--- src/rtl/assert_macros.svh ---
// Assertion macros shared by the support mask RTL.
// No dependencies; included by files that carry concurrent assertions.
`ifndef ASSERT_MACROS_SVH
`define ASSERT_MACROS_SVH

// Same-cycle implication, disabled while reset is asserted.
`define TSM_ASSERT_IMPLY(lbl, clk, rst_n, ante, cons) \
    lbl: assert property (@(posedge clk) disable iff (!rst_n) (ante) |-> (cons)) \
        else $error("support mask assertion failed");

// Next-cycle implication, disabled while reset is asserted.
`define TSM_ASSERT_NEXT(lbl, clk, rst_n, ante, cons) \
    lbl: assert property (@(posedge clk) disable iff (!rst_n) (ante) |=> (cons)) \
        else $error("support mask assertion failed");

`endif

--- src/rtl/tsm_pkg.sv ---
// Types and constants for the tomography support mask block.
// No dependencies; imported by every module of the block but tsm_ram.
`default_nettype none

package tsm_pkg;

    localparam int MAX_ANGLES_DEF = 128;
    localparam int QUEUE_DEPTH    = 2;
    localparam int CFG_INDEX_W    = 3;

    // Configuration register indexes.
    localparam logic [CFG_INDEX_W-1:0] CFG_IMAGE_SIZE    = 3'd0;
    localparam logic [CFG_INDEX_W-1:0] CFG_ANGLE_COUNT   = 3'd1;
    localparam logic [CFG_INDEX_W-1:0] CFG_USE_CONTOUR   = 3'd2;
    localparam logic [CFG_INDEX_W-1:0] CFG_USE_CIRCLE    = 3'd3;
    localparam logic [CFG_INDEX_W-1:0] CFG_MAP_THRESHOLD = 3'd4;
    localparam logic [CFG_INDEX_W-1:0] CFG_FILL_VALUE    = 3'd5;

    // Configuration reset values.
    localparam logic [8:0]  IMAGE_SIZE_RST = 9'd128;

    // Commands.
    localparam logic CMD_LOAD  = 1'b0;
    localparam logic CMD_QUERY = 1'b1;

    typedef struct packed {
        logic               command;
        logic [6:0]         view_index;
        logic signed [15:0] view_sin;
        logic signed [15:0] view_cos;
        logic signed [15:0] view_radius;
        logic [7:0]         pixel_row;
        logic [7:0]         pixel_col;
        logic [15:0]        atten_value;
    } in_t;

    typedef struct packed {
        logic [31:0] pixel_value;
        logic        inside_contour;
        logic        map_supported;
        logic        inside_circle;
    } out_t;

    typedef struct packed {
        logic [8:0]  image_size;
        logic [7:0]  angle_count;
        logic        use_contour;
        logic        use_circle;
        logic [15:0] map_threshold;
        logic [31:0] fill_value;
    } cfg_t;

    // One classified item as it waits between the front and back parts.
    typedef struct packed {
        logic               is_query;
        logic               slot_ok;
        logic [6:0]         slot;
        logic signed [15:0] sin;
        logic signed [15:0] cos;
        logic signed [15:0] radius;
        logic signed [10:0] x2;
        logic signed [10:0] y2;
        logic               map_ok;
    } task_t;

    typedef struct packed {
        logic idle;
        logic finishing;
        logic table_write;
    } back_status_t;

endpackage

`default_nettype wire

--- src/rtl/tsm_front.sv ---
// Front part: accepts input beats, classifies them and forms queue entries.
// Depends on tsm_pkg.
`default_nettype none

module tsm_front #(
    parameter int MAX_ANGLES = tsm_pkg::MAX_ANGLES_DEF
) (
    input  wire tsm_pkg::in_t  in_data,
    input  wire logic          in_valid,
    output logic               in_stall,
    input  wire tsm_pkg::cfg_t cfg,
    input  wire logic          q_full,
    output logic               q_push,
    output tsm_pkg::task_t     q_task
);
    import tsm_pkg::*;

    assign in_stall = q_full;
    assign q_push   = in_valid && !q_full;

    always_comb
    begin
        q_task.is_query = (in_data.command == CMD_QUERY);
        // Slots past the end of the table are dropped by the back part.
        q_task.slot_ok  = (32'(in_data.view_index) < MAX_ANGLES);
        q_task.slot     = in_data.view_index;
        q_task.sin      = in_data.view_sin;
        q_task.cos      = in_data.view_cos;
        q_task.radius   = in_data.view_radius;
        // Doubled coordinates about the image centre keep N/2 exact.
        q_task.x2 = $signed({2'b00, in_data.pixel_col, 1'b0})
                  - $signed({2'b00, cfg.image_size});
        q_task.y2 = $signed({2'b00, in_data.pixel_row, 1'b0})
                  - $signed({2'b00, cfg.image_size});
        q_task.map_ok = (cfg.map_threshold == 16'd0)
                     || (in_data.atten_value >= cfg.map_threshold);
    end

endmodule

`default_nettype wire

--- config.mk ---
export PLATFORM = sky130hd
export DESIGN_NAME = tsm_front
export DESIGN_NICKNAME = d
export VERILOG_FILES = /design/src/rtl/assert_macros.svh /design/src/rtl/tsm_pkg.sv /design/src/rtl/tsm_front.sv
export SDC_FILE = /design/constraint.sdc
export NUM_CORES = 1
export LEC_CHECK = 0
export ABC_AREA = 1
export BUFFER_PORTS_ARGS = -buffer_cell sky130_fd_sc_hd__buf_2
export CAP_MARGIN = 20
export CELL_PAD_IN_SITES_DETAIL_PLACEMENT = 0
export CELL_PAD_IN_SITES_GLOBAL_PLACEMENT = 1
export CORE_AREA = 2 2 102 114
export DETAILED_ROUTE_END_ITERATION = 7
export DIE_AREA = 0 0 104 116
export PLACE_DENSITY_LB_ADDON = 0.08
export SLEW_MARGIN = 10
export SYNTH_ARGS = -nofsm -noshare
export SYNTH_HDL_FRONTEND = slang
export SYNTH_SLANG_ARGS = --single-unit
--- constraint.sdc ---
create_clock -name vclk -period 1.1
set_clock_uncertainty 0.05 [all_clocks]
set_input_delay 0.055 -clock vclk [all_inputs]
set_output_delay 0.055 -clock vclk [all_outputs]
set_load 0.02 [all_outputs]
-- Word level (Yosys, flattened, before mapping)
Cells that the tools add are included.
- flip-flop bits (word level): 0
- bits of input ports: 157
- output and inout bits: 82
- logic and storage cells: 7
- add/subtract/negate cells: 2
- magnitude comparators: 1
- reductions and logical operators: 4
- operator list (cell ; number):
    9-bit by 9-bit subtractor with 10-bit output ; 2
    16-bit >= comparator ; 1
    16-bit zero test ; 1
    1-bit logical AND ; 1
    1-bit zero test ; 1
    1-bit logical OR ; 1

-- Depth between registers and ports, before layout
- depth in word-level cells: 2
- depth in mapped cells: 11

-- Least setup slack after synthesis
OpenSTA, ideal clock, no wires.
- path kind: input port to output port
- start point: in cfg[60] in the netlist's numbering
- end point: out q_task[22] in the netlist's numbering
- arrival time: 1.420 ns
- required time: 0.995 ns
- slack: -0.425 ns
- cell stages on the path: 8
- path buffers: 1
- path through: inv_1 ha_1 a21oi_1 o21ai_2 nand2_2 nand2_2 a21oi_1 buf_4
- RTL lines (element ; line ; text):
    start, declared ; tsm_front.sv:11 ; input wire tsm_pkg::cfg_t cfg,
    end, declared ; tsm_front.sv:14 ; output tsm_pkg::task_t q_task

==> flow_metrics.env <==
export IMPL_synth_distinct_cells=23
export IMPL_cp_start_kind="primary input"
export IMPL_grt_pass1_wl_um=8630
export IMPL_dp_hpwl_um=4720
export IMPL_multiInputGateArea_sq_mm=0.00174
export IMPL_p_leak_nw=1.53
export IMPL_viasPerCell=3.69
export IMPL_crit_required_ps=1000
export IMPL_fmax_mhz=730
export IMPL_regArea_sq_um=0
export IMPL_nNetsFinal=547
export IMPL_ioPinCount=239
export IMPL_synth_area_leaders="buf_4 (26%), ha_1 (22%), nand2_1 (12%), inv_1 (12%), nor2_1 (4.2%)"
export IMPL_first_global_vias=1913
export IMPL_grt_max_degree=6
export IMPL_synth_top_cell_by_area="buf_4"
export IMPL_totalWireLength_um=5320
export IMPL_ir_drop_v=0.000147
export IMPL_fillers=1249
export IMPL_syn_avg_cell_area_sq_um=6.18
export IMPL_path_class="in2out"
export IMPL_drt_iter0_drc=15
export IMPL_ys_warn_count=0
export IMPL_holdWs_ps=60.0
export IMPL_synth_nets=483
export IMPL_setup_viol=18
export IMPL_gr_total_overflow=0
export IMPL_cp_max_fo=4
export IMPL_flops_and_latches=0
export IMPL_violations="setup timing"
export IMPL_post_drt_wl_per_cell_um=10.6
export IMPL_core_area_sq_mm=0.0108
export IMPL_seqPwrFrac=0
export IMPL_die_area_sq_mm=0.0121
export IMPL_status="complete, but fails checks"
export IMPL_synth_seq_area_share=0
export IMPL_synth_common_cells="buf_4 (62), nand2_1 (59), inv_1 (56), ha_1 (32), nor2_1 (20)"
export IMPL_fp_dieH_um=116
export IMPL_chipWidth_um=104
export IMPL_vias=1849
export IMPL_layout_drive_gt1_share=0.667
export IMPL_final_cells=501
export IMPL_hold_violations=0
export IMPL_io_buffer_count=84
export IMPL_cp_arrival_ps=1260
export IMPL_hold_buffers=0
export IMPL_yosys_area_top_type_share=0.258
export IMPL_period_share=1.25
export IMPL_yosysMostFrequentCell="buf_4"
export IMPL_postLayoutCoreUtil=0.286
export IMPL_track_usage=0.0852
export IMPL_slew_violations=0
export IMPL_place_gp_congestion=0.682
export IMPL_path_cells="buf_6 -> clkinvlp_4 -> ha_4 -> nand2_4 -> o21ai_4 -> nand3_2 -> nand2_1 -> nand2_1 -> nand2_2 -> buf_6"
export IMPL_antennaDiodeCount=0
export IMPL_period_minus_slack_ps=1370
export IMPL_placedCellCount=496
export IMPL_drcViolationCount=0
export IMPL_hold_path_class="in2out"
export IMPL_synthCells=292
export IMPL_drt_pass1_iter_count=4
export IMPL_clkbuf_count=0
export IMPL_p_per_area_mw_per_mm2=591
export IMPL_rsz0062_at_grt="yes"
export IMPL_p_int_uw=922
export IMPL_endpoint_kind="output port"
export IMPL_syn_cell_area_sq_mm=0.00180
export IMPL_crit_slowest_cell="ha_4"
export IMPL_ant_nets=0
export IMPL_cap_viol_max_count=0
export IMPL_rows=40
export IMPL_slowest_delay_ps=340
export IMPL_antenna_found_initial=0
export IMPL_setup_ws_ps=-270
export IMPL_p_sw_frac=0.496
export IMPL_power_frac_clock=0
export IMPL_area_growth_pct=71.3
export IMPL_combPwrFrac=1.000
export IMPL_power_switching_uw=906
export IMPL_start_util=0.167
==> layout by cell type, fill, tap and decap left out, drive strengths merged <==
| cell | synthesis | layout |
|---|---|---|
| nand2 | 65 | 65 |
| nand4 | 3 | 3 |
| fa | 2 | 2 |
| xor2 | 6 | 6 |
| nor3 | 2 | 2 |
| conb | 1 | 1 |
| o21a | 1 | 1 |
| xnor2 | 2 | 2 |
| and2 | 1 | 1 |
| nor4 | 1 | 1 |
| nor2 | 21 | 21 |
| nand3 | 10 | 10 |
| o21bai | 2 | 2 |
| buf | 62 | 124 |
| a21oi | 12 | 12 |
| clkinvlp | 0 | 1 |
| o21ai | 11 | 11 |
| inv | 58 | 57 |
| ha | 32 | 32 |
==> per-layer routing <==
layer | vias up | GRT usage | part of all wire
met5 | - | 0 | 0
met4 | 0 | 0.0189 | 0.023
met3 | 22 | 0.0214 | 0.082
met2 | 75 | 0.160 | 0.49
met1 | 795 | 0.0983 | 0.41
li1 | 957 | - | -
==> layout make-up <==
cell class                      instances  area share
Multi-Input combinational cell        172       0.562
Timing Repair Buffer                  124       0.304
Inverter                               58      0.0749
Tap cell                              147      0.0595
==> cell families (layout without fill, tap and decap cells) <==
group | after synthesis | count (layout) | synth area share
xor gates and xnor gates | 8 | 8 | 0.0472
AOI/OAI and AO/OA | 26 | 26 | 0.0888
adders and majority gates | 34 | 34 | 0.244
buffers and inverters | 120 | 182 | 0.379
and+or+nand+nor | 103 | 103 | 0.239
other | 1 | 1 | 0.00208
==> critical path, delay by kind of cell <==
kind	cells	cell delay (ps)
buffers and inverters	3	290
AO/OA/AOI/OAI	1	210
adder cells (fa/ha/maj)	1	340
AND/OR/NAND/NOR	5	350
==> path summary, 6_finish.rpt <==
path	start	to	slack, ps	depth (start not counted)
min	in_data[66]	q_task[57]	60	0
max	cfg[60]	q_task[7]	-270	10
==> power by group through the flow <==
stage	Sequential, mW	Clock, mW	Combinational [mW]
after floorplan	0	0	1.13
after global placement	0	0	1.36
after detailed placement	0	0	1.35
after CTS	0	0	1.72
after global routing	0	0	2.01
final	0	0	1.83
==> repair_timing <==
item                                    in CTS  in global routing
setup buffers                                4                  2
pin swaps                                   43                 39
endpoints found under the setup margin      19                 19
gates resized for setup                    105                 47
==> through the flow <==
step,cell area [sq um],TNS [ps],setup slack [ps],total power [mW]
after floorplan,1990,-835,-150,1.13
after global placement,2390,-5340,-390,1.36
after detailed placement,2390,-5470,-392,1.35
after CTS,2890,-4240,-289,1.72
after global routing,3090,-5130,-382,2.01
final,3090,-3600,-270,1.83
Note: power is estimated with default switching activity, not from simulation.
