`src/rtl/assert_macros.svh`:
```
// Assertion macros shared by the support mask RTL.
// No dependencies; included by files that carry concurrent assertions.
`ifndef ASSERT_MACROS_SVH
`define ASSERT_MACROS_SVH

// Same-cycle implication, disabled while reset is asserted.
`define TSM_ASSERT_IMPLY(lbl, clk, rst_n, ante, cons) \
    lbl: assert property (@(posedge clk) disable iff (!rst_n) (ante) |-> (cons)) \
        else $error("support mask assertion failed");

// Next-cycle implication, disabled while reset is asserted.
`define TSM_ASSERT_NEXT(lbl, clk, rst_n, ante, cons) \
    lbl: assert property (@(posedge clk) disable iff (!rst_n) (ante) |=> (cons)) \
        else $error("support mask assertion failed");

`endif

```
`src/rtl/tsm_pkg.sv`:
```
// Types and constants for the tomography support mask block.
// No dependencies; imported by every module of the block but tsm_ram.
`default_nettype none

package tsm_pkg;

    localparam int MAX_ANGLES_DEF = 128;
    localparam int QUEUE_DEPTH    = 2;
    localparam int CFG_INDEX_W    = 3;

    // Configuration register indexes.
    localparam logic [CFG_INDEX_W-1:0] CFG_IMAGE_SIZE    = 3'd0;
    localparam logic [CFG_INDEX_W-1:0] CFG_ANGLE_COUNT   = 3'd1;
    localparam logic [CFG_INDEX_W-1:0] CFG_USE_CONTOUR   = 3'd2;
    localparam logic [CFG_INDEX_W-1:0] CFG_USE_CIRCLE    = 3'd3;
    localparam logic [CFG_INDEX_W-1:0] CFG_MAP_THRESHOLD = 3'd4;
    localparam logic [CFG_INDEX_W-1:0] CFG_FILL_VALUE    = 3'd5;

    // Configuration reset values.
    localparam logic [8:0]  IMAGE_SIZE_RST = 9'd128;

    // Commands.
    localparam logic CMD_LOAD  = 1'b0;
    localparam logic CMD_QUERY = 1'b1;

    typedef struct packed {
        logic               command;
        logic [6:0]         view_index;
        logic signed [15:0] view_sin;
        logic signed [15:0] view_cos;
        logic signed [15:0] view_radius;
        logic [7:0]         pixel_row;
        logic [7:0]         pixel_col;
        logic [15:0]        atten_value;
    } in_t;

    typedef struct packed {
        logic [31:0] pixel_value;
        logic        inside_contour;
        logic        map_supported;
        logic        inside_circle;
    } out_t;

    typedef struct packed {
        logic [8:0]  image_size;
        logic [7:0]  angle_count;
        logic        use_contour;
        logic        use_circle;
        logic [15:0] map_threshold;
        logic [31:0] fill_value;
    } cfg_t;

    // One classified item as it waits between the front and back parts.
    typedef struct packed {
        logic               is_query;
        logic               slot_ok;
        logic [6:0]         slot;
        logic signed [15:0] sin;
        logic signed [15:0] cos;
        logic signed [15:0] radius;
        logic signed [10:0] x2;
        logic signed [10:0] y2;
        logic               map_ok;
    } task_t;

    typedef struct packed {
        logic idle;
        logic finishing;
        logic table_write;
    } back_status_t;

endpackage

`default_nettype wire

```
`src/rtl/tsm_queue.sv`:
```
// Short queue of classified items between the front and back parts.
// Depends on tsm_pkg for the entry type.
`default_nettype none

module tsm_queue #(
    parameter int DEPTH = tsm_pkg::QUEUE_DEPTH
) (
    input  wire logic           clk,
    input  wire logic           rst_n,
    input  wire logic           push,
    input  wire tsm_pkg::task_t push_data,
    output logic                full,
    input  wire logic           pop,
    output tsm_pkg::task_t      head,
    output logic                empty
);
    import tsm_pkg::*;

    localparam int PW = (DEPTH > 1) ? $clog2(DEPTH) : 1;
    localparam int CW = $clog2(DEPTH + 1);

    task_t          entry_reg [DEPTH];
    logic [PW-1:0]  wr_ptr_reg;
    logic [PW-1:0]  rd_ptr_reg;
    logic [CW-1:0]  count_reg;
    logic [PW-1:0]  wr_ptr_next;
    logic [PW-1:0]  rd_ptr_next;
    logic [CW-1:0]  count_next;
    logic           do_push;
    logic           do_pop;

    assign full    = (count_reg == CW'(DEPTH));
    assign empty   = (count_reg == '0);
    assign head    = entry_reg[rd_ptr_reg];
    assign do_push = push && !full;
    assign do_pop  = pop && !empty;

    always_comb
    begin
        wr_ptr_next = wr_ptr_reg;
        rd_ptr_next = rd_ptr_reg;
        count_next  = count_reg;
        if (do_push)
        begin
            wr_ptr_next = (wr_ptr_reg == PW'(DEPTH - 1)) ? '0 : wr_ptr_reg + 1'b1;
        end
        if (do_pop)
        begin
            rd_ptr_next = (rd_ptr_reg == PW'(DEPTH - 1)) ? '0 : rd_ptr_reg + 1'b1;
        end
        if (do_push && !do_pop)
        begin
            count_next = count_reg + 1'b1;
        end
        else if (do_pop && !do_push)
        begin
            count_next = count_reg - 1'b1;
        end
    end

    always_ff @(posedge clk or negedge rst_n)
    begin
        if (!rst_n)
        begin
            wr_ptr_reg <= '0;
            rd_ptr_reg <= '0;
            count_reg  <= '0;
        end
        else
        begin
            wr_ptr_reg <= wr_ptr_next;
            rd_ptr_reg <= rd_ptr_next;
            count_reg  <= count_next;
        end
    end

    always_ff @(posedge clk)
    begin
        if (do_push)
        begin
            entry_reg[wr_ptr_reg] <= push_data;
        end
    end

endmodule

`default_nettype wire

```
`config.mk`:
```
export PLATFORM = sky130hd
export DESIGN_NAME = tsm_queue
export DESIGN_NICKNAME = d
export VERILOG_FILES = /design/src/rtl/assert_macros.svh /design/src/rtl/tsm_pkg.sv /design/src/rtl/tsm_queue.sv
export SDC_FILE = /design/constraint.sdc
export NUM_CORES = 1
export LEC_CHECK = 0
export BUFFER_PORTS_ARGS = -buffer_cell sky130_fd_sc_hd__clkbuf_2
export CORE_MARGIN = 2
export CORE_UTILIZATION = 47
export CTS_CLUSTER_SIZE = 10
export DETAILED_ROUTE_END_ITERATION = 8
export GPL_TIMING_DRIVEN = 0
export HOLD_SLACK_MARGIN = 0.15
export PLACE_DENSITY_LB_ADDON = 0.25
export REMOVE_ABC_BUFFERS = 1
export SLEW_MARGIN = 20
export SYNTH_ARGS = -nofsm -noshare
export SYNTH_HDL_FRONTEND = slang
export SYNTH_SLANG_ARGS = --single-unit
```
`constraint.sdc`:
```
create_clock -name clk -period 4.7 [get_ports clk]
set_clock_uncertainty 0.05 [all_clocks]
set_input_delay 0.705 -clock clk [delete_from_list [all_inputs] [get_ports clk]]
set_output_delay 0.705 -clock clk [all_outputs]
set_load 0.03 [all_outputs]
```
== Word-level counts from Yosys, hierarchy flattened ==
Memory sizes are Yosys's and may differ from the RTL's.
Cells that the tools add are included.
Word-level totals
  bits in registers: 4
  bits in writable memories: 160
  bits of input ports: 84
  output and inout bits: 82
  word-level logic and storage cells: 25
  memories: 1
Memories
  entry_reg: words 2, width 80, read ports 1, clocked after memory_dff 0, write ports 1, line tsm_queue.sv:22  | task_t entry_reg [DEPTH];
Operators by class
  $add $sub $neg: 4
  equal/unequal tests: 1
  mux-type cells: 6
  reductions and logical operators: 10
Operator list (number)
  $logic_and 1x1->1: 4
  $logic_not 1->1: 4
  $mux 1: 4
  $mux 2: 2
  $add 1x1->1 const B: 2
  $add 2x1->2 const B: 1
  $eq 2x2->1 const B: 1
  $logic_not 2->1: 1
  $reduce_bool 2->1: 1
  $sub 2x1->2 const B: 1

== Depth between registers and ports, before layout ==
  depth in word-level cells: 7
  gate-level depth with buffers: 7
  mapped depth without buffers: 7

== Least setup slack after synthesis ==
Ideal clock, no wire load.
  kind: input to register
  start: input port push
  end: memory entry_reg[0][0] (netlist bit), enable pin
  library setup time: 0.519 ns
  data arrival time: 4.130 ns
  data required time: 4.131 ns
  setup slack: 0.001 ns
  stages on the path: 2
  path buffers: 0
  cells stage by stage: nand2_1 nor2_1
On the way
  word-level cells in the longest chain between the ends: 3
RTL lines
  from (decl): line tsm_queue.sv:10  | input wire logic push,
  $logic_and 1x1->1: line tsm_queue.sv:35  | assign do_push = push && !full;
  $mux 1: line tsm_queue.sv:79  | if (do_push)
  $mux 1 (not written as such): line tsm_queue.sv:81  | entry_reg[wr_ptr_reg] <= push_data;
  to (decl): line tsm_queue.sv:22
No other way between the ends.

==> impl_results.md <==
- Fmax: 333 MHz
- Clock-pin transition on the worst setup and hold timing paths: 0.06 ns
- Sw Pwr: 1910 uW
- Leakage: 0.00328 uW
- Final WS setup: 1.70 ns
- Root buf cell: clkbuf_16
- Via count: 3030
- Hold Path End: entry_reg[0][13]
- TritonCTS clock tree: done
- Gate power share: 37.8%
- Cell area after placement: 7420 sq um
- Yosys synthesis warning count: 0
- Die area: 14500 sq um
- Residual DRC: 0
- Reg2Reg Depth: 4
- TritonCTS Buffers: 17
- Total Routed Length: 10300 um
- Multi-input gate area: 1300 sq um
- Place WS: 2.10 ns
- Maxcap violations: 0
- Worst Tran Pin Value: 0.766 ns
- Worst hold slack: 0.429 ns
- First-pass GRT wire length: 15900 um
- Critical-path cell list: buf_12 > buf_16 > mux2_2 > clkbuf_2
- Clock sink count: 164
- Post-route cell area: 8020 sq um
- Switching Share: 34.0%
- FF+latch area: 4910 sq um
- Routed met2 length: 5090 um
- Total power: 5610 uW
- Clock share of power: 24.1%
- Metal-1 WL: 4140 um
- GRT overflow: 0
- PD cells: 700 nW/um^2
- Vias per cell: 4.74
- Total Nets Final: 535
- Min-Delay Startpoint: push_data[13]
- Worst path slowest cell: dfrtp_4
- H-tree lvl count: 4
- Drt first pass iters: 4
- Gpl congestion: 0.654
- Internal power: 3700 uW
- Reg2reg setup slack: 2.72 ns
- Share of cells above drive strength 1: 61.1%
- Gate Count Post-Synth: 268
- FF-to-FF End: entry_reg[0][56]
- Max VDD drop: 0.339 mV
- Slowest Stage Delay on Critical Path: 0.67 ns
- Rows: 42
- Power share of the sequential group: 38.1%
- Slew Limit Fails: 0
- Core area: 13200 sq um
- Required time worst endpoint: 3.94 ns
- Setup violations, final: 0
- Chip height: 120 um
- RSZ-0062 raised after global routing: false
- Filler cells: 1008
- CP Class: reg2out
- Initial antenna violation count: 0
- Hold path depth: 1
- Ports: 166
- Slew HR: 48.8%
- DIE WIDTH: 120 um
- Avg Cell Area, Syn: 23.8 sq um
- Max reg flops: 160
- Met3 wire length: 880 um
- Post-CTS setup buffer count: 0
- Critical Path Sink Type: output pin
- Post-route ant nets: 0
- Area grow syn2layout: 25.9%
- Worst EP arrival: 2.25 ns
- IO buf count: 165
- Synthesized area: 6370 sq um
- Post-DP HPWL: 6970 um
- Worst-Skew Late Latency: 0.41 ns
- Final period util: 63.8%
- Part of the Yosys area used for sequential elements: 77.0%
- DR top layer: met4
- Status: finished clean
- #FFs+latches synth: 164
- Vias in the first global route: 3178
- Crit path max fanout: 36
- Routed WL per cell: 16.1 um
- Worst setup SP type: register
- Cell variety after synth: 15
- Clk buf depth: 2
- Initial Utilization: 48.1%
- Largest net degree at the start of global routing: 51
- Crit path time final: 3.00 ns
- Hold Vio Cnt, Final: 0
- RR Startpoint: count_reg[0]
- GRT Overall Usage: 14.8%
- Starting DRT DRC Count: 149
- HP Class: in2reg
- # diodes: 0
## power groups by stage
| stage | clock (uW) | sequential [uW] | combinational (uW) |
|---|---|---|---|
| 2_1_floorplan | 0 | 2270 | 1560 |
| 3_3_place_gp | 0 | 2360 | 2050 |
| 3_5_place_dp | 0 | 2170 | 2150 |
| 4_1_cts | 1390 | 2140 | 2160 |
| 5_1_grt | 1450 | 2170 | 2250 |
| 6_report | 1360 | 2140 | 2120 |
## through the flow
| step | TNS, ns | instances | utilization [%] |
|---|---|---|---|
| after global placement | -213.43 | 600 | 54.7 |
| final | 0 | 639 | 60.6 |
| after global routing | 0 | 639 | 60.6 |
| after floorplan | 0 | 259 | - |
| after CTS | 0 | 639 | 60.6 |
| after detailed placement | 0 | 606 | 56.0 |
## cell type report
class,count,area share [%]
Multi-Input combinational cell,93,16.2
Inverter,2,0.0936
Clock inverter,14,2.01
Sequential cell,164,61.2
Clock buffer,18,5.35
Timing Repair Buffer,172,12.4
Tap cell,176,2.75
## worst max-delay path by stage
stage,start,to,slack [ns],cells after the start
final,rd_ptr_reg,head[57],1.70,4
after global routing,rd_ptr_reg,head[57],1.58,4
after CTS,rd_ptr_reg,head[57],1.64,4
after detailed placement,rd_ptr_reg,head[57],2.10,4
after global placement,push,entry_reg[0][27],-2.03,3
after floorplan,push,entry_reg[0][0],0.0008,2
## cell usage after synthesis (all sizes together)
cell	n	area share, %
and3	1	0.098
nand2	1	0.059
dfrtp	4	1.6
edfxtp	160	75
mux2	80	19
buf	9	2.7
xor2	2	0.28
inv	2	0.12
nand2b	1	0.098
o21ai	1	0.078
nor2	3	0.18
xnor2	3	0.41
ha	1	0.20
## layout by cell type, fill, tap and decap left out, types with 2 or more instances in the layout
cell,count
buf_16,5
bufinv_16,3
clkbuf_16,17
clkbuf_2,165
clkinv_1,2
clkinv_2,3
clkinv_4,2
clkinvlp_4,3
dfrtp_1,3
edfxtp_1,160
inv_1,2
mux2_4,79
nor2_1,2
xnor2_1,3
xor2_1,2
## per-layer routing
metal	vias up	track usage (%)
met5	-	0
met4	0	6.83
met3	15	6.23
met2	118	23.5
met1	1468	17.5
li1	1429	-
## worst max-delay path: cells and delay by family, from the launching register on
family,cells,cell delay (ns)
flops,1,0.67
buf+inv,3,0.78
mux,1,0.37
## logic make-up after synthesis
family,count (synthesis),share of synthesized area [%]
AOI/OAI and AO/OA,1,0.0785
xor gates and xnor gates,5,0.688
adders and majority gates,1,0.196
buffers and inverters,11,2.81
DFF,164,77.0
muxes,80,18.8
and+or+nand+nor,6,0.432
## repair_timing
item	CTS	global route
gates resized for setup	0	0
hold buffers	1	0
hold endpoints to repair	4	0
setup endpoints to repair	0	0
(Power assumes the default switching activity.)
